[config.mk]
export PLATFORM = sky130hd
export DESIGN_NAME = bfe_nbr_unit
export DESIGN_NICKNAME = d
export VERILOG_FILES = /design/src/hw/rtl/bfe_pkg.sv /design/src/hw/rtl/bfe_nbr_unit.sv
export SDC_FILE = /design/constraint.sdc
export NUM_CORES = 1
export LEC_CHECK = 0
export ABC_AREA = 1
export ABC_CLOCK_PERIOD_IN_PS = 1700
export BUFFER_PORTS_ARGS = -buffer_cell sky130_fd_sc_hd__buf_2
export CORE_MARGIN = 1
export CORE_UTILIZATION = 26
export DETAILED_ROUTE_END_ITERATION = 16
export GPL_ROUTABILITY_DRIVEN = 0
export SYNTH_ARGS = -nofsm -noshare
export SYNTH_HDL_FRONTEND = slang
export SYNTH_SLANG_ARGS = --single-unit
[constraint.sdc]
create_clock -name vclk -period 1.7
set_input_delay 0.085 -clock vclk [all_inputs]
set_output_delay 0.085 -clock vclk [all_outputs]
set_load 0.02 [all_outputs]
[src/hw/rtl/bfe_pkg.sv]
// shared types and constants of the boundary fill engine
package bfe_pkg;

	localparam int COLOR_W = 24;
	localparam int COUNT_W = 13;
	localparam int CMD_W   = 2;
	localparam int COORD_W = 6;

	localparam logic [COLOR_W-1:0] COLOR_WHITE  = 24'hFFFFFF;
	localparam logic [COLOR_W-1:0] FILL_RESET   = 24'hFF0000;
	localparam logic [COLOR_W-1:0] BORDER_RESET = 24'h0000FF;
	localparam logic [COUNT_W-1:0] COUNT_MAX    = 13'h1FFF;

	localparam logic [CMD_W-1:0] CMD_WRITE = 2'd0;
	localparam logic [CMD_W-1:0] CMD_READ  = 2'd1;
	localparam logic [CMD_W-1:0] CMD_FILL  = 2'd2;

	localparam logic REG_FILL_COLOR   = 1'b0;
	localparam logic REG_BORDER_COLOR = 1'b1;

	typedef enum logic [1:0] {
		DIR_RIGHT = 2'd0,
		DIR_LEFT  = 2'd1,
		DIR_DOWN  = 2'd2,
		DIR_UP    = 2'd3
	} dir_t;

	typedef struct packed {
		logic wr;
		logic rd;
	} mem_ctl_t;

endpackage

[src/hw/rtl/bfe_nbr_unit.sv]
// shared step unit: neighbour coordinate, frame bound test and colour compare
module bfe_nbr_unit #(
	parameter int FRAME_WIDTH  = 64,
	parameter int FRAME_HEIGHT = 64,
	parameter int XW           = 6,
	parameter int YW           = 6
) (
	input  logic [XW-1:0]               cur_x,
	input  logic [YW-1:0]               cur_y,
	input  bfe_pkg::dir_t               dir,
	input  logic [bfe_pkg::COLOR_W-1:0] pixel,
	input  logic [bfe_pkg::COLOR_W-1:0] fill_color,
	input  logic [bfe_pkg::COLOR_W-1:0] border_color,
	output logic [XW-1:0]               nbr_x,
	output logic [YW-1:0]               nbr_y,
	output logic                        nbr_ok,
	output logic                        paintable
);
	import bfe_pkg::*;

	logic [XW:0] x_inc;
	logic [YW:0] y_inc;

	always_comb begin
		x_inc  = {1'b0, cur_x} + (XW+1)'(1);
		y_inc  = {1'b0, cur_y} + (YW+1)'(1);
		nbr_x  = cur_x;
		nbr_y  = cur_y;
		nbr_ok = 1'b0;
		case (dir)
			DIR_RIGHT: begin
				nbr_x  = x_inc[XW-1:0];
				nbr_ok = x_inc < (XW+1)'(FRAME_WIDTH);
			end
			DIR_LEFT: begin
				nbr_x  = cur_x - XW'(1);
				nbr_ok = cur_x != '0;
			end
			DIR_DOWN: begin
				nbr_y  = y_inc[YW-1:0];
				nbr_ok = y_inc < (YW+1)'(FRAME_HEIGHT);
			end
			DIR_UP: begin
				nbr_y  = cur_y - YW'(1);
				nbr_ok = cur_y != '0;
			end
			default: begin
				nbr_ok = 1'b0;
			end
		endcase
		paintable = (pixel != border_color) && (pixel != fill_color);
	end

endmodule

# After elaboration in Yosys (flattened, before gate mapping)
# Cells that the tools add are included.
totals:
  ff_bits: 0
  in_bits: 86
  output_inout_bits: 14
  elab_cells: 18
op_classes:
  add_sub_neg: 4
  n_lt_le_gt_ge: 2
  eq_ne: 5
  mux: 3
  reduce_logical: 4
op_table:
  columns: ["operator", "count"]
  rows:
  - ["$ne 24x24->1", 2]
  - ["$pmux 6 s2", 2]
  - ["$add 6x1->7 const B", 2]
  - ["$lt 7x7->1 const B", 2]
  - ["$reduce_bool 6->1", 2]
  - ["$sub 6x1->6 const B", 2]
  - ["$eq 2x2->1 const B", 2]
  - ["$pmux 1 s4", 1]
  - ["$eq 2x1->1 const B", 1]
  - ["$logic_not 2->1", 1]
  - ["$logic_and 1x1->1", 1]

# Logic depth before layout (Yosys ltp)
# Gate-level depths: netlist of the first run.
logic_depth:
  depth_word: 3
  depth_mapped: 9
  depth_no_buf: 9

# Least setup slack after synthesis of the first run
# Ideal clock, no wire load.
synth_timing:
  kind: "in2out"
  start: "input port cur_x[0]"
  end: "output port nbr_x[4]"
  arrival_ns: 0.929
  required_ns: 1.615
  setup_slack_ns: 0.686
  stages: 5
  path_buffers: 0
  cell_sequence: "ha_1 > and3_1 > nand2_1 > a21oi_2 > xor2_1"
synth_via:
  elab_chain_len: 2
  elab_cells_between_ends: 3
  classes_between: "add/sub: 2; mux: 1"
synth_lines:
  columns: ["item", "line", "text"]
  rows:
  - ["from (decl)", "bfe_nbr_unit.sv:8", "input logic [XW-1:0] cur_x,"]
  - ["$sub 6x1->6 or $add 6x1->7 (tied branches)", "bfe_nbr_unit.sv:36, bfe_nbr_unit.sv:25", null]
  - ["$pmux 6 s2 (*)", "bfe_nbr_unit.sv:30", "case (dir)"]
  - ["to (decl)", "bfe_nbr_unit.sv:14", "output logic [XW-1:0] nbr_x,"]
# Mark *: on every way between the ends. The rest lies on a longest branch, timed or not.

# Worst setup path after layout of the first run
layout_timing:
  start: "input port dir[1]"
  end: "output port nbr_y[5]"
layout_via:
  elab_chain_len: 2
  elab_cells_between_ends: 3
  classes_between: "eq/ne: 2; mux: 1"
layout_lines:
  columns: ["item", "line", "text"]
  rows:
  - ["from (decl)", "bfe_nbr_unit.sv:10", "input bfe_pkg::dir_t dir,"]
  - ["$eq 2x2->1", "bfe_nbr_unit.sv:30", null]
  - ["$pmux 6 s2 (*)", "bfe_nbr_unit.sv:30", null]
  - ["to (decl)", "bfe_nbr_unit.sv:15", "output logic [YW-1:0] nbr_y,"]
# Marks and branches as above.

==> results of run 1 <==
-- synth_stat cells, types with 2 or more instances --
master,instances
nand2_1,149
inv_1,72
nor2_1,43
xor2_1,13
nand3_1,10
ha_1,5
nor2_4,3
nor3_1,3
o21ai_0,3
a21oi_2,2
inv_2,2
o21ai_1,2
o221ai_1,2
xnor2_1,2
-- layer usage --
metal	vias to the layer above	track usage (%)	routed length, um
met5	-	0	0
met4	0	0.577	0
met3	0	0.964	177
met2	45	23.5	1770
met1	753	15.2	1690
li1	1118	-	-
-- worst max-delay path, cell delays in order --
cell	delay, ns
buf_2	0.21
inv_4	0.08
nor2_4	0.10
inv_2	0.07
nor2_4	0.09
nand3_2	0.06
nand2_2	0.08
xor2_2	0.12
buf_2	0.17
-- final cells by class --
| cell class | count | area, um2 |
|---|---|---|
| repair buffers | 100 | 500 |
| inverters | 75 | 284 |
| multi-input cells | 243 | 1130 |
| well taps | 70 | 87.6 |
| fillers | 609 | 3170 |
-- power by group through the flow --
stage / logic (mW) / registers (mW) / clock network (mW)
after global routing: 0.507 / 0 / 0
after global placement: 0.437 / 0 / 0
after floorplan: 0.249 / 0 / 0
after detailed placement: 0.443 / 0 / 0
final: 0.439 / 0 / 0
after CTS: 0.444 / 0 / 0
-- worst max-delay path by stage --
stage	depth (start not counted)	slack (ns)	end	from
final	9	0.54	nbr_y[5]	dir[1]
after global routing	9	0.45	nbr_y[5]	dir[1]
after CTS	9	0.53	nbr_y[5]	dir[1]
after detailed placement	9	0.53	nbr_y[5]	dir[1]
after global placement	9	0.55	nbr_y[5]	dir[1]
after floorplan	5	0.69	nbr_x[4]	cur_x[0]
-- cell families (layout without fill, tap and decap cells) --
| kind of cell | count (synthesis) | count (layout) | share of synthesized area (%) |
|---|---|---|---|
| AND/OR/NAND/NOR | 211 | 211 | 59.2 |
| buffers and inverters | 76 | 175 | 20.8 |
| XOR/XNOR | 16 | 16 | 10.4 |
| AO/OA/AOI/OAI | 11 | 11 | 5.19 |
| adder cells (fa/ha/maj) | 5 | 5 | 4.40 |
==> reports/metrics.cfg, run 1 <==
[power]
clkPwrFrac_pct=0
p_int_mw=0.188
p_sw_mw=0.251
pwr-share-comb_pct=100.0
p_sw_share_pct=57.1
pwr_density_cell_nw_per_um2=220
seqPwrFrac_pct=0
p_total_mw=0.439
ir_worst_vdd_uv=86.8
power.leakage_nw=1.42

[grt]
grt_max_degree=9
antenna_found_initial=0
gr-total-overflow=0
grt_pass1_wl_um=6310
track_usage_pct=12.2
first_global_vias=1650

[logic_synthesis]
ys_types=22
syn_nets=410
synth_top_cell_by_area=nand2_1
synth.avg_cell_area_um2=4.46
yosys_warnings=0
synth_area_um2=1420
synthCells=319
yosysSeqAreaShare_pct=0
ys_top_cells_by_area=nand2_1 39%, inv_1 19%, nor2_1 11%, xor2_1 8.0%, ha_1 4.4%
synth_top_area_share_pct=39.3

[timing]
hold-worst-slack_ns=0.491
fmax_mhz=860
min_period_ns=1.16
finalSetupViolCount=0
fin_tns_setup_ns=0
worst_pin_slew_ns=0.282
slew_violations=0
setup_ws_ns=0.538
hold_viol=0
rsz0062_at_grt=false
relSlewSlack_pct=81.1
period_share_pct=68.4

[floorplan]
design.die.area_um2=5770
pin_count=100
chipHeight_um=75.9
core_region_area_um2=5170
die_x_um=75.9
rows=26
initial_utilization_pct=27.5

[final_layout]
fin_nets=511
final_cell_mix=149 x nand2_1, 100 x buf_2, 72 x inv_1
final_util_pct=38.6
clkbuf_count=0
regArea_um2=0
antenna_cells=0
layout_commonest_cell=nand2_1
area_delta_synth_final_pct=40.6
drive_above_1_share_pct=26.6
fin_area_um2=2000
final_cells=488
seq_cell_count=0

[detailed_routing]
drt-initial-drc-count=71
antenna_left=0
drc_errors=0
wirelength_um=3630
first_pass_iters=4
wl_per_cell_um=7.44
avgViaCountPerCell=3.93
vias=1916

[outcome]
status=finished, final reports clean

[worst_setup_path]
cp_data_arrival_time_ns=1.08
startpoint_type=input pin
crit_required_ns=1.62
cp-end-kind=output pin
critPathKind=in2out
path_max_fanout=8

[placed_design]
port_buffers=100
pre_cts_slack_ns=0.528
dp.final_hpwl_um=3360
dp.cells=488
dpl_cell_area_um2=2000

[worst_hold_path]
hold_end=nbr_x[5]
whs_path_depth=3
hp-start=cur_x[5]
hold_path_class=in2out

[run]
cap_violations=0

[clock_tree]
cts_resized=0
postCtsSetupBuffers=0
cts_hold_buffers=0

Power figures use the tool's default switching activity.
==> inputs of run 2 (changes only) <==
--- a/config.mk
+++ b/config.mk
@@ -6,7 +6,7 @@
 export NUM_CORES = 1
 export LEC_CHECK = 0
 export ABC_AREA = 1
-export ABC_CLOCK_PERIOD_IN_PS = 1700
+export ABC_CLOCK_PERIOD_IN_PS = 1000
 export BUFFER_PORTS_ARGS = -buffer_cell sky130_fd_sc_hd__buf_2
 export CORE_MARGIN = 1
 export CORE_UTILIZATION = 26
==> constraint.sdc (replaced) <==
create_clock -name vclk -period 1
set_input_delay 0.05 -clock vclk [all_inputs]
set_output_delay 0.05 -clock vclk [all_outputs]
set_load 0.02 [all_outputs]
==> reports/metrics.cfg, run 2 (synthesis results as in run 1) <==
[worst_setup_path]
slowest_delay_ns=0.18
cp_cell_sequence=buf_8 -> ha_4 -> and3_4 -> nand2_2 -> a21oi_2 -> xor2_1 -> buf_4
cp_data_arrival_time_ns=0.92
critPathKind=in2out
worst-path-buf-inv=2
crit_required_ns=0.95
cp-end-kind=output pin
slowest_stage=and3_4
critical_path.top_delay_family=buffers and inverters
startpoint_type=input pin
path_max_fanout=4

[timing]
min_period_ns=0.972
fin_tns_setup_ns=0
rsz0062_at_grt=true
setup_ws_ns=0.0282
relSlewSlack_pct=84.8
slew_violations=0
worst_pin_slew_ns=0.226
fmax_mhz=1030
finalSetupViolCount=0
period_share_pct=97.2
hold_viol=0

[final_layout]
layout_commonest_cell=nand2_1
area_delta_synth_final_pct=59.9
drive_above_1_share_pct=34.2
clkbuf_count=0
seq_cell_count=0
final_cell_mix=147 x nand2_1, 84 x buf_2, 64 x inv_1
multi_input_area_um2=1230
fillCellCount=569
antenna_cells=0
final_cells=497
fin_area_um2=2270
fin_nets=520
regArea_um2=0

[power]
ir_worst_vdd_uv=143
p_sw_share_pct=53.8
p_int_mw=0.403
clkPwrFrac_pct=0
pwr_density_cell_nw_per_um2=384
p_sw_mw=0.469
pwr-share-comb_pct=100.0
seqPwrFrac_pct=0
power.leakage_nw=1.50

[floorplan]
pin_count=100
die_x_um=75.9
core_region_area_um2=5170
initial_utilization_pct=27.5
rows=26
design.die.area_um2=5770
chipHeight_um=75.9

[grt]
grt_max_degree=7
gr-total-overflow=0
grt_pass1_wl_um=6350
track_usage_pct=12.4
antenna_found_initial=0
first_global_vias=1660

[placed_design]
pre_cts_slack_ns=-0.0696
dp.cells=494
port_buffers=100
dpl_cell_area_um2=2040
dp.final_hpwl_um=3470

[run]
cap_violations=0

[detailed_routing]
avgViaCountPerCell=4.08
drc_errors=0
first_pass_iters=4
antenna_left=0
drt-initial-drc-count=51
vias=2030
wirelength_um=4040
wl_per_cell_um=8.12

[worst_hold_path]
hold_path_class=in2out

[outcome]
status=finished, final reports clean

[run 2: cell count changes in the layout (fill, tap and decap cells not counted), sizes merged]
cell	before	now
buf	100	109
[run 2: path summary, 6_finish.rpt]
check / startpoint / cells past startpoint / endpoint
setup / recovery: cur_x[1] / 7 / nbr_x[4]
hold / removal: cur_y[5] / 3 / nbr_y[5]
[run 2: repair_timing]
action	4_1_cts	5_1_grt
hold buffers	0	0
gates resized for setup	20	46
pin swaps	3	30
setup endpoints to repair	7	10
buffers inserted	0	3
[run 2: layout make-up]
type | count | area share [%]
well taps | 70 | 3.85
repair buffers | 109 | 29.0
inverters | 75 | 13.1
multi-input cells | 243 | 54.1
[run 2: worst min-delay path, stage by stage]
cell and delay, ns:
buf_2 0.12, xor2_2 0.06, buf_4 0.15
[run 2: metrics by stage]
stage | hold slack, ns | power, mW | util [%]
after CTS | 0.422 | 0.800 | 40.7
after global placement | 0.418 | 0.761 | 39.5
after floorplan | 0.194 | 0.424 | -
final | 0.426 | 0.872 | 43.9
after global routing | 0.441 | 0.983 | 43.9
after detailed placement | 0.421 | 0.772 | 39.5
[run 2: routing by layer]
| metal | vias up | track usage, % | share of wire, % | routed length [um] |
|---|---|---|---|---|
| li1 | 1138 | - | - | - |
| met1 | 843 | 16.0 | 44 | 1770 |
| met2 | 47 | 24.0 | 53 | 2120 |
| met3 | 2 | 0.361 | 3.4 | 138 |
| met4 | 0 | 0 | 0.17 | 7 |
| met5 | - | 0 | 0 | 0 |
[run 2: power by group through the flow]
stage | clock network, mW | registers (mW) | logic, mW
final | 0 | 0 | 0.872
after global routing | 0 | 0 | 0.983
after CTS | 0 | 0 | 0.800
after detailed placement | 0 | 0 | 0.772
after global placement | 0 | 0 | 0.761
after floorplan | 0 | 0 | 0.424
==> inputs of run 3 (changes only) <==
--- a/config.mk
+++ b/config.mk
@@ -8,10 +8,12 @@
 export ABC_AREA = 1
 export ABC_CLOCK_PERIOD_IN_PS = 1000
 export BUFFER_PORTS_ARGS = -buffer_cell sky130_fd_sc_hd__buf_2
+export CORE_ASPECT_RATIO = 1.2
 export CORE_MARGIN = 1
 export CORE_UTILIZATION = 26
 export DETAILED_ROUTE_END_ITERATION = 16
 export GPL_ROUTABILITY_DRIVEN = 0
+export PLACE_DENSITY = 0.59
 export SYNTH_ARGS = -nofsm -noshare
 export SYNTH_HDL_FRONTEND = slang
 export SYNTH_SLANG_ARGS = --single-unit
==> reports/metrics.cfg, run 3 (synthesis results as in run 1) <==
[timing]
period_share_pct=99.3
slew_violations=0
hold_viol=0
relSlewSlack_pct=86.5
worst_pin_slew_ns=0.201
fin_tns_setup_ns=0
finalSetupViolCount=0
fmax_mhz=1010
min_period_ns=0.993
rsz0062_at_grt=true
hold-worst-slack_ns=0.424

[final_layout]
fin_area_um2=2370
final_cells=493
clkbuf_count=0
area_delta_synth_final_pct=66.5
antenna_cells=0
fin_nets=524
layout_commonest_cell=nand2_1
final_cell_mix=135 x nand2_1, 70 x buf_2, 58 x inv_1
seq_cell_count=0
regArea_um2=0
drive_above_1_share_pct=39.0

[clock_tree]
cts_hold_buffers=0

[grt]
track_usage_pct=12.9
first_global_vias=1739
antenna_found_initial=0
grt_max_degree=6
gr-total-overflow=0
grt_pass1_wl_um=6540

[floorplan]
rows=29
core_region_area_um2=5260
design.die.area_um2=5770
chipHeight_um=83.0
initial_utilization_pct=27.0
die_x_um=69.5
pin_count=100

[detailed_routing]
antenna_left=0
avgViaCountPerCell=4.18
wl_per_cell_um=8.55
wirelength_um=4220
first_pass_iters=4
drc_errors=0
drt-initial-drc-count=73
vias=2063

[worst_setup_path]
slowest_stage=buf_2
critical_path.top_delay_family=buffers and inverters
startpoint_type=input pin
worst-path-buf-inv=4
crit_required_ns=0.95
cp_cell_sequence=buf_4 -> inv_2 -> nor2_4 -> buf_4 -> nand2_1 -> nand2_1 -> xor2_1 -> buf_2
cp_data_arrival_time_ns=0.94
path_max_fanout=5
critPathKind=in2out
slowest_delay_ns=0.19
cp-end-kind=output pin

[run]
cap_violations=0

[power]
ir_worst_vdd_uv=124
power.leakage_nw=1.53
pwr_density_cell_nw_per_um2=389

[placed_design]
dpl_cell_area_um2=2040
dp.final_hpwl_um=3510
dp.cells=487
port_buffers=100

[outcome]
status=finished, final reports clean

[worst_hold_path]
hold_path_class=in2out

## run 3: final timing paths
kind / depth (start not counted) / end / slack, ns / start
setup / recovery: 8 / nbr_x[3] / 0.007 / dir[0]
hold / removal: 3 / nbr_x[5] / 0.42 / cur_x[5]
## run 3: repair_timing
item                                   4_1_cts  5_1_grt
endpoints found under the hold margin        0        0
pin swaps                                    4       48
setup endpoints to repair                    9       12
gates resized for setup                     15       78
setup buffers                                1        5
## run 3: area by class of cell
cell class	instances	area (um2)
Multi-Input combinational cell	243	1240
Tap cell	62	77.6
Timing Repair Buffer	113	761
Inverter	75	292
Fill cell	545	2900
## run 3: power by group
group / leakage (nW) / internal (mW) / switching, mW
logic: 1.53 / 0.441 / 0.480
registers: 0 / 0 / 0
clock network: 0 / 0 / 0
## run 3: per-stage QoR
step,utilization (%),power [mW],setup WS [ns]
2_1_floorplan,-,0.424,0.0561
3_3_place_gp,38.8,0.766,-0.0559
3_5_place_dp,38.8,0.777,-0.0740
4_1_cts,39.9,0.806,0.000291
5_1_grt,45.0,1.03,-0.0402
6_report,45.0,0.920,0.00733
## run 3: metal layers
metal	GRT usage (%)	vias to the layer above	share of wire [%]
li1	-	1146	-
met1	15.2	864	41
met2	25.8	53	53
met3	1.70	0	6.4
met4	0	0	0
met5	0	-	0
## run 3: worst min-delay path: stages
cell,delay (ns)
buf_2,0.11
xor2_1,0.06
buf_4,0.15
